File: config.mk
export PLATFORM = sky130hd
export DESIGN_NAME = json_token_scanner_top
export DESIGN_NICKNAME = d
export VERILOG_FILES = /design/src/jts_pkg.sv /design/src/json_token_scanner_top.sv /design/src/jts_step.sv
export VERILOG_INCLUDE_DIRS = /design/src /design/src/src
export SDC_FILE = /design/constraint.sdc
export NUM_CORES = 1
export LEC_CHECK = 0
export ABC_AREA = 1
export BUFFER_PORTS_ARGS = -buffer_cell sky130_fd_sc_hd__buf_2
export CORE_UTILIZATION = 61
export DETAILED_ROUTE_END_ITERATION = 12
export PLACE_DENSITY = 0.82
export SETUP_SLACK_MARGIN = 0.15
export SLEW_MARGIN = 20
export SYNTH_ARGS = -nofsm -noshare
export SYNTH_HDL_FRONTEND = slang
export SYNTH_HIERARCHICAL = 1
export SYNTH_SLANG_ARGS = --single-unit
File: constraint.sdc
create_clock -name clk -period 6.85 [get_ports clk]
set_input_delay 0.685 -clock clk [delete_from_list [all_inputs] [get_ports clk]]
set_output_delay 0.685 -clock clk [all_outputs]
set_load 0.005 [all_outputs]
File: src/json_token_scanner_top_macros.svh
// Assertion macros for the JSON token scanner.
`ifndef JSON_TOKEN_SCANNER_TOP_MACROS_SVH
`define JSON_TOKEN_SCANNER_TOP_MACROS_SVH
`ifndef SYNTHESIS
`define JTS_ASSERT_SAME(lbl, ante, cons) lbl: assert property (@(posedge clk) \
	disable iff (!arst_n) (ante) |-> (cons)) else $error("json scanner check failed");
`define JTS_ASSERT_NEXT(lbl, ante, cons) lbl: assert property (@(posedge clk) \
	disable iff (!arst_n) (ante) |=> (cons)) else $error("json scanner check failed");
`else
`define JTS_ASSERT_SAME(lbl, ante, cons)
`define JTS_ASSERT_NEXT(lbl, ante, cons)
`endif
`endif

File: src/jts_pkg.sv
// Shared types, codes and keyword tables of the JSON token scanner.
package jts_pkg;

	localparam logic [2:0] MODE_IDLE     = 3'd0;
	localparam logic [2:0] MODE_KW_TRUE  = 3'd1;
	localparam logic [2:0] MODE_KW_FALSE = 3'd2;
	localparam logic [2:0] MODE_KW_NULL  = 3'd3;
	localparam logic [2:0] MODE_STRING   = 3'd4;
	localparam logic [2:0] MODE_NUMBER   = 3'd5;

	localparam logic [2:0] NP_SIGN   = 3'd0;
	localparam logic [2:0] NP_INT    = 3'd1;
	localparam logic [2:0] NP_FRAC   = 3'd2;
	localparam logic [2:0] NP_EXP    = 3'd3;
	localparam logic [2:0] NP_EXPDIG = 3'd4;

	localparam logic [3:0] KIND_NONE   = 4'd0;
	localparam logic [3:0] KIND_LBRACE = 4'd1;
	localparam logic [3:0] KIND_RBRACE = 4'd2;
	localparam logic [3:0] KIND_LBRACK = 4'd3;
	localparam logic [3:0] KIND_RBRACK = 4'd4;
	localparam logic [3:0] KIND_COMMA  = 4'd5;
	localparam logic [3:0] KIND_COLON  = 4'd6;
	localparam logic [3:0] KIND_TRUE   = 4'd7;
	localparam logic [3:0] KIND_STRING = 4'd10;
	localparam logic [3:0] KIND_INT    = 4'd11;
	localparam logic [3:0] KIND_FLOAT  = 4'd12;
	localparam logic [3:0] KIND_ERROR  = 4'd13;
	localparam logic [3:0] KIND_END    = 4'd14;

	localparam logic [15:0] TLEN_MAX = 16'hFFFF;

	localparam int FIFO_DEPTH = 4;
	localparam int FIFO_AW    = 2;

	typedef struct packed {
		logic [2:0]  mode;
		logic [2:0]  phase;
		logic [2:0]  kwpos;
		logic [1:0]  utf8;
		logic        esc;
		logic        err;
		logic [15:0] tlen;
	} jts_state_t;

	typedef struct packed {
		logic [3:0] kind;
		logic [7:0] lexeme;
		logic       bvalid;
		logic       tend;
	} jts_res_t;

	localparam jts_state_t STATE_RESET = '{
		mode: MODE_IDLE, phase: NP_SIGN, kwpos: 3'd0, utf8: 2'd0,
		esc: 1'b0, err: 1'b0, tlen: 16'd0};

	function automatic jts_state_t clear_token(input jts_state_t s);
		jts_state_t r;
		r = STATE_RESET;
		r.err = s.err;
		return r;
	endfunction

	function automatic jts_res_t mk_res(input logic [3:0] kind, input logic [7:0] lexeme,
		input logic bvalid, input logic tend);
		jts_res_t r;
		r.kind = kind;
		r.lexeme = lexeme;
		r.bvalid = bvalid;
		r.tend = tend;
		return r;
	endfunction

	function automatic logic [2:0] kw_len(input logic [1:0] w);
		logic [2:0] l;
		unique case (w)
			2'd1:    l = 3'd5;
			default: l = 3'd4;
		endcase
		return l;
	endfunction

	function automatic logic [7:0] kw_char(input logic [1:0] w, input logic [2:0] p);
		logic [39:0] txt;
		logic [7:0]  c;
		unique case (w)
			2'd0:    txt = {"true", 8'h00};
			2'd1:    txt = "false";
			default: txt = {"null", 8'h00};
		endcase
		unique case (p)
			3'd0:    c = txt[39:32];
			3'd1:    c = txt[31:24];
			3'd2:    c = txt[23:16];
			3'd3:    c = txt[15:8];
			default: c = txt[7:0];
		endcase
		return c;
	endfunction

endpackage

File: src/json_token_scanner_top.sv
// JSON token scanner: one text byte per input beat, token results out.
//
// Input channel: in_valid/in_ready carry in_byte and end_of_input. One byte
// is taken per cycle while in_ready is high. A beat with end_of_input set
// closes any open token, gives the end result and returns the scanner to its
// reset state. Output channel: out_valid/out_ready carry one result per beat:
// token_kind, lexeme_byte with byte_valid, token_end and the line and column
// position. A byte gives zero, one or two results. They are decided in the
// cycle the byte is taken and land in a four-entry result queue; the first
// can leave on the next cycle. Throughput is one byte per cycle as long as
// the receiver drains the queue and bytes give at most one result. in_ready
// is high while the queue has room for two results, so a stalled receiver
// fills the queue and then holds off the sender without losing anything.
// Reset clears the scanner state, sets line and column to 1 and empties
// the queue.
`include "json_token_scanner_top_macros.svh"

module json_token_scanner_top #(
	parameter int POSITION_BITS = 16
) (
	input  logic                     clk,
	input  logic                     arst_n,
	input  logic                     in_valid,
	output logic                     in_ready,
	input  logic [7:0]               in_byte,
	input  logic                     end_of_input,
	output logic                     out_valid,
	input  logic                     out_ready,
	output logic [3:0]               token_kind,
	output logic [7:0]               lexeme_byte,
	output logic                     byte_valid,
	output logic                     token_end,
	output logic [POSITION_BITS-1:0] line_number,
	output logic [POSITION_BITS-1:0] column_number
);

	jts_pkg::jts_state_t       st_q, st_next;
	logic [POSITION_BITS-1:0]  line_q, line_next;
	logic [POSITION_BITS-1:0]  col_q, col_next;
	logic [1:0]                n_res;
	jts_pkg::jts_res_t         res0, res1;
	logic [POSITION_BITS-1:0]  col0, col1;

	jts_pkg::jts_res_t         fifo_res_q  [jts_pkg::FIFO_DEPTH];
	logic [POSITION_BITS-1:0]  fifo_col_q  [jts_pkg::FIFO_DEPTH];
	logic [POSITION_BITS-1:0]  fifo_line_q [jts_pkg::FIFO_DEPTH];
	logic [jts_pkg::FIFO_AW-1:0] head_q, tail_q, tail_p1;
	logic [jts_pkg::FIFO_AW:0]   count_q;
	logic                      in_fire, out_fire;

	jts_step #(.POSITION_BITS(POSITION_BITS)) u_step (
		.st           (st_q),
		.line_cur     (line_q),
		.col_cur      (col_q),
		.in_byte      (in_byte),
		.end_of_input (end_of_input),
		.st_next      (st_next),
		.line_next    (line_next),
		.col_next     (col_next),
		.n_res        (n_res),
		.res0         (res0),
		.res1         (res1),
		.col0         (col0),
		.col1         (col1)
	);

	assign in_ready  = count_q <= (jts_pkg::FIFO_AW+1)'(jts_pkg::FIFO_DEPTH - 2);
	assign in_fire   = in_valid && in_ready;
	assign out_valid = count_q != '0;
	assign out_fire  = out_valid && out_ready;
	assign tail_p1   = tail_q + 1'b1;

	always_ff @(posedge clk or negedge arst_n) begin
		if (!arst_n) begin
			st_q    <= jts_pkg::STATE_RESET;
			line_q  <= POSITION_BITS'(1);
			col_q   <= POSITION_BITS'(1);
			head_q  <= '0;
			tail_q  <= '0;
			count_q <= '0;
		end else begin
			if (in_fire) begin
				st_q   <= st_next;
				line_q <= line_next;
				col_q  <= col_next;
				tail_q <= tail_q + jts_pkg::FIFO_AW'(n_res);
			end
			if (out_fire)
				head_q <= head_q + 1'b1;
			count_q <= count_q + (in_fire ? (jts_pkg::FIFO_AW+1)'(n_res) : '0)
				- (jts_pkg::FIFO_AW+1)'(out_fire);
		end
	end

	// Result payload storage needs no reset.
	always_ff @(posedge clk) begin
		if (in_fire && n_res != 2'd0) begin
			fifo_res_q[tail_q]  <= res0;
			fifo_col_q[tail_q]  <= col0;
			fifo_line_q[tail_q] <= line_q;
		end
		if (in_fire && n_res == 2'd2) begin
			fifo_res_q[tail_p1]  <= res1;
			fifo_col_q[tail_p1]  <= col1;
			fifo_line_q[tail_p1] <= line_q;
		end
	end

	assign token_kind    = fifo_res_q[head_q].kind;
	assign lexeme_byte   = fifo_res_q[head_q].lexeme;
	assign byte_valid    = fifo_res_q[head_q].bvalid;
	assign token_end     = fifo_res_q[head_q].tend;
	assign line_number   = fifo_line_q[head_q];
	assign column_number = fifo_col_q[head_q];

	`JTS_ASSERT_SAME(a_queue_bound, 1'b1, count_q <= (jts_pkg::FIFO_AW+1)'(jts_pkg::FIFO_DEPTH))
	`JTS_ASSERT_SAME(a_error_silent, in_fire && st_q.err && !end_of_input, n_res == 2'd0)
	`JTS_ASSERT_NEXT(a_end_restarts, in_fire && end_of_input, line_q == POSITION_BITS'(1) && col_q == POSITION_BITS'(1) && st_q.mode == jts_pkg::MODE_IDLE && !st_q.err)

endmodule

File: src/jts_step.sv
// Next-state and result logic of the scanner for one input beat.
module jts_step #(
	parameter int POSITION_BITS = 16
) (
	input  jts_pkg::jts_state_t       st,
	input  logic [POSITION_BITS-1:0]  line_cur,
	input  logic [POSITION_BITS-1:0]  col_cur,
	input  logic [7:0]                in_byte,
	input  logic                      end_of_input,
	output jts_pkg::jts_state_t       st_next,
	output logic [POSITION_BITS-1:0]  line_next,
	output logic [POSITION_BITS-1:0]  col_next,
	output logic [1:0]                n_res,
	output jts_pkg::jts_res_t         res0,
	output jts_pkg::jts_res_t         res1,
	output logic [POSITION_BITS-1:0]  col0,
	output logic [POSITION_BITS-1:0]  col1
);

	localparam int SW = ((POSITION_BITS > 16) ? POSITION_BITS : 16) + 1;
	localparam logic [POSITION_BITS-1:0] POS_MAX = {POSITION_BITS{1'b1}};
	localparam logic [POSITION_BITS-1:0] POS_ONE = POSITION_BITS'(1);

	function automatic logic [POSITION_BITS-1:0] sat_add(input logic [POSITION_BITS-1:0] a,
		input logic [15:0] x);
		logic [SW-1:0] s;
		s = SW'(a) + SW'(x);
		if (s > SW'(POS_MAX))
			return POS_MAX;
		return POSITION_BITS'(s);
	endfunction

	function automatic logic [15:0] grow(input logic [15:0] t);
		return (t < jts_pkg::TLEN_MAX) ? t + 16'd1 : t;
	endfunction

	jts_pkg::jts_state_t       nx;
	logic [POSITION_BITS-1:0]  ln;
	logic [POSITION_BITS-1:0]  cl;
	logic [1:0]                n;
	jts_pkg::jts_res_t         r [2];
	logic [POSITION_BITS-1:0]  c [2];
	logic                      do_idle;
	logic [7:0]                b;
	logic [15:0]               tl;
	logic [1:0]                w;
	logic [3:0]                punct;
	logic                      is_digit;

	always_comb begin
		nx = st;
		ln = line_cur;
		cl = col_cur;
		n = 2'd0;
		r[0] = '0;
		r[1] = '0;
		c[0] = '0;
		c[1] = '0;
		do_idle = 1'b0;
		b = in_byte;
		tl = grow(st.tlen);
		w = 2'(st.mode - jts_pkg::MODE_KW_TRUE);
		is_digit = (b >= "0") && (b <= "9");
		punct = jts_pkg::KIND_NONE;

		if (end_of_input) begin
			if (!st.err) begin
				if (st.mode == jts_pkg::MODE_NUMBER) begin
					if (st.phase == jts_pkg::NP_INT || st.phase == jts_pkg::NP_FRAC ||
						st.phase == jts_pkg::NP_EXPDIG) begin
						cl = sat_add(cl, st.tlen);
						r[n[0]] = jts_pkg::mk_res((st.phase == jts_pkg::NP_INT) ?
							jts_pkg::KIND_INT : jts_pkg::KIND_FLOAT, 8'h00, 1'b0, 1'b1);
					end else begin
						r[n[0]] = jts_pkg::mk_res(jts_pkg::KIND_ERROR, 8'h00, 1'b0, 1'b1);
					end
					c[n[0]] = cl;
					n = n + 2'd1;
				end else if (st.mode != jts_pkg::MODE_IDLE) begin
					r[n[0]] = jts_pkg::mk_res(jts_pkg::KIND_ERROR, 8'h00, 1'b0, 1'b1);
					c[n[0]] = cl;
					n = n + 2'd1;
				end
			end
			r[n[0]] = jts_pkg::mk_res(jts_pkg::KIND_END, 8'h00, 1'b0, 1'b1);
			c[n[0]] = cl;
			n = n + 2'd1;
			nx = jts_pkg::STATE_RESET;
			ln = POS_ONE;
			cl = POS_ONE;
		end else if (!st.err) begin
			case (st.mode)
				jts_pkg::MODE_KW_TRUE, jts_pkg::MODE_KW_FALSE, jts_pkg::MODE_KW_NULL: begin
					if (st.kwpos >= jts_pkg::kw_len(w) || b != jts_pkg::kw_char(w, st.kwpos)) begin
						nx = jts_pkg::clear_token(st);
						nx.err = 1'b1;
						r[0] = jts_pkg::mk_res(jts_pkg::KIND_ERROR, 8'h00, 1'b0, 1'b1);
					end else if (st.kwpos + 3'd1 == jts_pkg::kw_len(w)) begin
						cl = sat_add(cl, tl);
						nx = jts_pkg::clear_token(st);
						r[0] = jts_pkg::mk_res(jts_pkg::KIND_TRUE + 4'(w), b, 1'b1, 1'b1);
					end else begin
						nx.kwpos = st.kwpos + 3'd1;
						nx.tlen = tl;
						r[0] = jts_pkg::mk_res(jts_pkg::KIND_NONE, b, 1'b1, 1'b0);
					end
					c[0] = cl;
					n = 2'd1;
				end
				jts_pkg::MODE_STRING: begin
					if (st.esc) begin
						nx.esc = 1'b0;
						nx.tlen = tl;
						n = 2'd1;
						case (b)
							"n":     r[0] = jts_pkg::mk_res(jts_pkg::KIND_NONE, 8'h0A, 1'b1, 1'b0);
							"t":     r[0] = jts_pkg::mk_res(jts_pkg::KIND_NONE, 8'h09, 1'b1, 1'b0);
							"\\":    r[0] = jts_pkg::mk_res(jts_pkg::KIND_NONE, "\\", 1'b1, 1'b0);
							"\"":    r[0] = jts_pkg::mk_res(jts_pkg::KIND_NONE, "\"", 1'b1, 1'b0);
							"r":     r[0] = jts_pkg::mk_res(jts_pkg::KIND_NONE, 8'h0D, 1'b1, 1'b0);
							"b":     r[0] = jts_pkg::mk_res(jts_pkg::KIND_NONE, 8'h08, 1'b1, 1'b0);
							"f":     r[0] = jts_pkg::mk_res(jts_pkg::KIND_NONE, 8'h0C, 1'b1, 1'b0);
							default: begin
								// Unknown escape: pass the backslash and the byte itself.
								r[0] = jts_pkg::mk_res(jts_pkg::KIND_NONE, "\\", 1'b1, 1'b0);
								r[1] = jts_pkg::mk_res(jts_pkg::KIND_NONE, b, 1'b1, 1'b0);
								n = 2'd2;
							end
						endcase
						c[0] = cl;
						c[1] = cl;
					end else if (st.utf8 != 2'd0) begin
						if ((b & 8'hC0) != 8'h80) begin
							nx = jts_pkg::clear_token(st);
							nx.err = 1'b1;
							r[0] = jts_pkg::mk_res(jts_pkg::KIND_ERROR, 8'h00, 1'b0, 1'b1);
						end else begin
							nx.utf8 = st.utf8 - 2'd1;
							nx.tlen = tl;
							r[0] = jts_pkg::mk_res(jts_pkg::KIND_NONE, b, 1'b1, 1'b0);
						end
						c[0] = cl;
						n = 2'd1;
					end else if (b == "\"") begin
						cl = sat_add(cl, tl);
						nx = jts_pkg::clear_token(st);
						r[0] = jts_pkg::mk_res(jts_pkg::KIND_STRING, 8'h00, 1'b0, 1'b1);
						c[0] = cl;
						n = 2'd1;
					end else if (b == "\\") begin
						nx.esc = 1'b1;
						nx.tlen = tl;
					end else begin
						nx.tlen = tl;
						if (b[7]) begin
							if ((b & 8'hF0) == 8'hF0)
								nx.utf8 = 2'd3;
							else if ((b & 8'hE0) == 8'hE0)
								nx.utf8 = 2'd2;
							else
								nx.utf8 = 2'd1;
						end
						r[0] = jts_pkg::mk_res(jts_pkg::KIND_NONE, b, 1'b1, 1'b0);
						c[0] = cl;
						n = 2'd1;
					end
				end
				jts_pkg::MODE_NUMBER: begin
					if (is_digit || b == "." || b == "e" || b == "E" || b == "+" || b == "-")
							begin
						if ((b == "." && st.phase > jts_pkg::NP_INT) ||
							((b == "e" || b == "E") &&
								(st.phase > jts_pkg::NP_FRAC || st.phase == jts_pkg::NP_SIGN)) ||
							((b == "+" || b == "-") && st.phase != jts_pkg::NP_EXP)) begin
							nx = jts_pkg::clear_token(st);
							nx.err = 1'b1;
							r[0] = jts_pkg::mk_res(jts_pkg::KIND_ERROR, 8'h00, 1'b0, 1'b1);
						end else begin
							if (is_digit) begin
								if (st.phase == jts_pkg::NP_SIGN)
									nx.phase = jts_pkg::NP_INT;
								else if (st.phase == jts_pkg::NP_EXP)
									nx.phase = jts_pkg::NP_EXPDIG;
							end else if (b == ".") begin
								nx.phase = jts_pkg::NP_FRAC;
							end else if (b == "e" || b == "E") begin
								nx.phase = jts_pkg::NP_EXP;
							end else begin
								nx.phase = jts_pkg::NP_EXPDIG;
							end
							nx.tlen = tl;
							r[0] = jts_pkg::mk_res(jts_pkg::KIND_NONE, b, 1'b1, 1'b0);
						end
						c[0] = cl;
						n = 2'd1;
					end else begin
						// Any other byte closes the number and is then scanned afresh; after a lone sign or exponent mark it is an error.
						if (st.phase == jts_pkg::NP_INT || st.phase == jts_pkg::NP_FRAC ||
							st.phase == jts_pkg::NP_EXPDIG) begin
							cl = sat_add(cl, st.tlen);
							nx = jts_pkg::clear_token(st);
							r[0] = jts_pkg::mk_res((st.phase == jts_pkg::NP_INT) ?
								jts_pkg::KIND_INT : jts_pkg::KIND_FLOAT, 8'h00, 1'b0, 1'b1);
							do_idle = 1'b1;
						end else begin
							nx = jts_pkg::clear_token(st);
							nx.err = 1'b1;
							r[0] = jts_pkg::mk_res(jts_pkg::KIND_ERROR, 8'h00, 1'b0, 1'b1);
						end
						c[0] = cl;
						n = 2'd1;
					end
				end
				default: do_idle = 1'b1;
			endcase
		end

		if (do_idle) begin
			case (b)
				"{":     punct = jts_pkg::KIND_LBRACE;
				"}":     punct = jts_pkg::KIND_RBRACE;
				"[":     punct = jts_pkg::KIND_LBRACK;
				"]":     punct = jts_pkg::KIND_RBRACK;
				",":     punct = jts_pkg::KIND_COMMA;
				":":     punct = jts_pkg::KIND_COLON;
				default: punct = jts_pkg::KIND_NONE;
			endcase
			if (b == 8'h0A) begin
				ln = sat_add(ln, 16'd1);
				cl = POS_ONE;
			end else if (b == " " || b == 8'h09 || b == 8'h0B || b == 8'h0C || b == 8'h0D) begin
				cl = sat_add(cl, 16'd1);
			end else begin
				if (punct != jts_pkg::KIND_NONE) begin
					cl = sat_add(cl, 16'd1);
					r[n[0]] = jts_pkg::mk_res(punct, b, 1'b1, 1'b1);
				end else if (b == "t" || b == "f" || b == "n") begin
					nx.mode = (b == "t") ? jts_pkg::MODE_KW_TRUE :
						((b == "f") ? jts_pkg::MODE_KW_FALSE : jts_pkg::MODE_KW_NULL);
					nx.kwpos = 3'd1;
					nx.tlen = 16'd1;
					r[n[0]] = jts_pkg::mk_res(jts_pkg::KIND_NONE, b, 1'b1, 1'b0);
				end else if (b == "\"") begin
					nx.mode = jts_pkg::MODE_STRING;
					nx.tlen = 16'd1;
					nx.esc = 1'b0;
					nx.utf8 = 2'd0;
				end else if (b == "+" || b == "-" || is_digit) begin
					nx.mode = jts_pkg::MODE_NUMBER;
					nx.phase = is_digit ? jts_pkg::NP_INT : jts_pkg::NP_SIGN;
					nx.tlen = 16'd1;
					r[n[0]] = jts_pkg::mk_res(jts_pkg::KIND_NONE, b, 1'b1, 1'b0);
				end else begin
					nx = jts_pkg::clear_token(nx);
					nx.err = 1'b1;
					r[n[0]] = jts_pkg::mk_res(jts_pkg::KIND_ERROR, 8'h00, 1'b0, 1'b1);
				end
				if (b != "\"") begin
					c[n[0]] = cl;
					n = n + 2'd1;
				end
			end
		end
	end

	assign st_next   = nx;
	assign line_next = ln;
	assign col_next  = cl;
	assign n_res     = n;
	assign res0      = r[0];
	assign res1      = r[1];
	assign col0      = c[0];
	assign col1      = c[1];

endmodule

# Word-level counts from Yosys, hierarchy flattened
# Memories as Yosys holds them, arrays and structs flattened.
# Index checks and enable logic that the tools add are counted.
[classes]
add_sub_neg = 16
n_mul = 0
div_mod_pow = 0
n_lt_le_gt_ge = 15
eq_ne = 45
shifts = 0
n_mux = 227
n_bitwise = 8
reduce_logical = 42
[ops]
columns = ["op", "count"]
rows = [
  ["$mux W16", 54],
  ["$mux W29", 13],
  ["$mux W28", 9],
  ["$mux W14", 16],
  ["$mux W32", 6],
  ["$eq A8 B7 Y1 const B", 12],
  ["$pmux W16 S3", 2],
  ["$pmux W29 S3", 1],
  ["$pmux W37 S2", 1],
  ["$mux W3", 23],
  ["$gt A17 B16 Y1 const B", 4],
  ["$bwmux W32", 2],
  ["$bwmux W28", 2],
  ["$eq A8 B6 Y1 const B", 7],
  ["$pmux W9 S6", 1],
  ["$mux W1", 51],
  ["$pmux W14 S3", 1],
  ["$and A20 B20 Y20", 2],
  ["$eq A8 B4 Y1 const B", 5],
  ["$not A20 Y20", 2],
  ["$mux W2", 19],
  ["$add A16 B1 Y17 const B", 2],
  ["$add A16 B16 Y17", 2],
  ["$demux W16 S1", 2],
  ["other kinds (53)", 114],
]
[totals]
register_bits = 68
latchBits = 0
ramBits = 184
rom_bits = 0
inputBits = 13
out_inout_bits = 48
n_memories = 3
[memory_table]
columns = ["name", "words", "word_bits", "read_ports", "rd_clocked_by_memory_dff", "wr", "line_no", "text"]
rows = [
  ["fifo_col_q", 4, 16, 1, 0, 2, "json_token_scanner_top.sv:45", "logic [POSITION_BITS-1:0] fifo_col_q [jts_pkg::FIFO_DEPTH];"],
  ["fifo_line_q", 4, 16, 1, 0, 2, "json_token_scanner_top.sv:46", "logic [POSITION_BITS-1:0] fifo_line_q [jts_pkg::FIFO_DEPTH];"],
  ["fifo_res_q", 4, 14, 1, 0, 2, "json_token_scanner_top.sv:44", "jts_pkg::jts_res_t fifo_res_q [jts_pkg::FIFO_DEPTH];"],
]

# Depth between registers and ports, before layout
[depth]
depth_word = 42
ltp_mapped = 44

# Modules after synthesis
# Netlist, hierarchy kept.
[by_module_without_submodules]
columns = ["module", "instances", "cells_per_inst", "area_per_inst_um2"]
rows = [
  ["json_token_scanner_top", 1, 1168, 11264.6],
  ["jts_step", 1, 1785, 9053.7],
]

# Worst setup path after synthesis
# No wires, ideal clock.
[synth_path]
path_kind = "register -> register"
start = "reg st_q[3] (netlist name)"
end = "mem fifo_col_q[0][0], data pin"
setup_time_ps = 131
arrival_ps = 5139
path_slack_ps = 1580
stages_incl_launch_ff = 42
n_path_buf = 1
cell_sequence = "dfrtp_1 inv_1 nor4_1 inv_1 nor3_1 nand4_1 nor2_1 xor2_1 inv_1 ha_1 fa_1 nand3_1 nand3_2 nand2_1 nand2_1 nand2_1 nand2_2 nor2_1 (+6 left out) nand2_4 ha_1 inv_1 nor2_2 nand3_2 inv_1 nand2_1 nand2_1 nand2_1 nand3_1 nor2_2 nand3_4 buf_6 nand4_2 nand2_1 a21oi_1 nand3_1 nand2_1"
[synth_rtl]
columns = ["element", "line_no", "text"]
rows = [
  ["start: declaration", "json_token_scanner_top.sv:37", "jts_pkg::jts_state_t st_q, st_next;"],
  ["start signal: assignment", "json_token_scanner_top.sv:75", "st_q <= jts_pkg::STATE_RESET;"],
  ["start signal: assignment", "json_token_scanner_top.sv:83", "st_q <= st_next;"],
  ["end: declaration", "json_token_scanner_top.sv:45", ""],
]

==> reports/summary.txt <==
Outcome - finished clean
HP Class - primary input to async pin
Via-to-Cell Ratio - 6.50
Clk slew on worst S/H paths - 60 ps
Relative slew margins - 0.326
First-pass GRT wire length - 113,000 um
CTS buffer count - 27
Crit path max fanout - 9
Ports - 61
RSZ-0062 raised after global routing - false
Initial antenna violation count - 0
Area of the die - 0.0340 mm^2
Number of detailed-route iterations in the first pass - 7
Warnings from Yosys - 6
Largest net degree at the start of global routing - 89
IO Port Bufs - 60
Ant. Diodes - 0
Starting Density - 0.623
Fin cells - 3,423
Clk pwr share - 0.182
Max Transition Viols Final - 0
Synth Flop Type - edfxtp_1
Hold Vio Cnt, Final - 0
WP data arrival - 6870 ps
Mapped Area - 0.0203 mm^2
Fraction of layout cells with a size suffix above 1 - 0.0902
Setup total negative slack - 0 ps
Int Power - 3.73 mW
Final WL - 74,100 um
FFs w/ async S/R, synth - 0.270
Clock latency on the worst-skew pair - 560 ps
Syn Nets - 3,027
Final HPWL DP - 52,500 um
DRT antenna net count - 0
Slowest cell on the critical path - a21oi_1
Via count - 22,233
Total GRT Usage - 0.432
Power, Total - 7.39 mW
Critical Path Sink Type - flop
Routed len/inst - 21.6 um
Crit path buf inv count - 5
Vias in the first global route - 20,658
Layout Utilization - 0.670
Synth cell types - 59
Final period utilization - 0.941
Chip width - 185 um
Worst path top cell family by delay - simple AND/OR/NAND/NOR gates
Crit start category - flop
Iter 0 DRT Violations - 3,283
Critical path class - flop to flop
VDD IR-drop max - 0.000276 V
#FFs+latches synth - 252
TritonCTS clock tree - yes
Leak - 9.81 nW
Congestion Overflow GR - 0
Sequential share of power - 0.291
Ranking of synthesized cells by area - edfxtp_1, nand2_1, dfrtp_1
DR DRC count - 0
Share of the synthesized area in the top cell type - 0.272
Final count of negative-setup-slack endpoints - 0
Chip Height - 185 um
Combinational power share - 0.527
Pwr dens - 338 mW/mm^2
Clk buf depth - 3
Nets - 3,035
# hold bufs at CTS - 0
Routability cong. - 1.08
Root Driver - clkbuf_16
Post-synth EDFFs - 184
CP max stage delay - 400 ps
H-tree levels - 1
Core box area - 0.0326 mm^2
P&R area growth vs syn - 7.54%
Worst-Margin Slew - 1010 ps
Sink Count - 252
WP data required - 7270 ps
Yosys top cell by area - edfxtp_1
FMAX - 155 MHz
Placed insts - 3,367
Core Rows - 66
Sequential-to-total area share from yosys stat - 0.356
Synth Area per Inst - 6.88 um^2
P_sw - 3.66 mW
Top cell by count, worst path - nand2_1
Cells after synthesis - 2,953
Clk_skew - 18.8 ps
Crit path time final - 6450 ps
Sw frac - 0.495
Max-cap violations - 0
placed cells by master, fill, tap and decap left out, types with 19 or more instances in the layout:
cell type,synthesis,layout
o211ai_1,19,19
xor2_1,27,27
ha_1,58,57
inv_1,274,272
edfxtp_1,184,184
nor3_1,50,49
a21oi_1,156,153
nand3_1,264,264
nand2_1,881,876
buf_2,41,59
nand4_1,27,27
o21ai_0,225,224
clkbuf_16,0,27
nor2_1,294,285
buf_4,7,57
o22ai_1,63,63
a22oi_1,21,21
dfrtp_1,66,63
nand2_2,19,23
routing by layer:
layer	GRT usage	vias up	routed length [um]
li1	-	9981	-
met1	0.553	10154	27100
met2	0.675	1759	32600
met3	0.0861	339	9690
met4	0.261	0	4720
met5	0	-	0
synth_stat cells (50+ instances only):
cell        n
nand2_1   881
nor2_1    294
inv_1     274
nand3_1   264
o21ai_0   225
edfxtp_1  184
a21oi_1   156
clkbuf_1   72
dfrtp_1    66
o22ai_1    63
ha_1       58
nor3_1     50
power groups by stage:
stage	Sequential [mW]	Clock, mW	Combinational, mW
2_1_floorplan	2.07	0	2.45
3_3_place_gp	2.17	0	3.62
6_report	2.15	1.34	3.89
5_1_grt	2.17	1.40	4.20
3_5_place_dp	2.17	0	3.71
4_1_cts	2.15	1.34	3.73
final timing paths:
check | endpoint | cells after the start | slack, ps | from
max | fifo_col_q[3][7]$_DFFE_PP_ | 39 | 400 | st_q[5]$_DFFE_PN0N_
max reg2reg | fifo_col_q[3][7]$_DFFE_PP_ | 39 | 400 | st_q[5]$_DFFE_PN0N_
max in group asynchronous | head_q[0]$_DFFE_PN0P_ | 1 | 5900 | arst_n
min in group clk | head_q[1]$_DFFE_PN0P_ | 4 | 490 | out_ready
min | st_q[13]$_DFFE_PN0N_ | 1 | 280 | arst_n
min reg2reg | count_q[2]$_DFF_PN0_ | 1 | 510 | count_q[2]$_DFF_PN0_
state kept, by name (all words and copies together) (netlist names):
register,cells
col_q,16
fifo_line_q,64
line_q,16
count_q,3
fifo_col_q,64
st_q,29
fifo_res_q,56
tail_q,2
head_q,2
cell families after synthesis:
logic type	Yosys count	synth area share
flops	252	0.356
compound gates	575	0.164
xor+xnor	39	0.0168
simple gates	1591	0.335
buf+inv	435	0.0894
fa+ha+maj	61	0.0387
final cells by class:
cell class	instances	area [um^2]
sequential	252	7230
tap	442	553
clock inverter	16	96.3
clock buffer	33	698
inverter	293	1100
timing repair buffer	119	783
multi-input combinational	2268	11400
fill	2792	10800
timing repair:
item / 4_1_cts / 5_1_grt
gates resized for setup: 0 / 19
buffers inserted: 0 / 5
endpoints found under the setup margin: 0 / 80
stage by stage:
| step | hold WS [ps] | instance area, um^2 | setup slack [ps] |
|---|---|---|---|
| 4_1_cts | 308 | 21700 | 199 |
| 3_3_place_gp | 502 | 20900 | 464 |
| 2_1_floorplan | 389 | 20300 | 1580 |
| 3_5_place_dp | 507 | 20900 | 264 |
| 5_1_grt | 358 | 21900 | 11.9 |
| 6_report | 276 | 21900 | 405 |
Power figures use the tool's default switching activity.
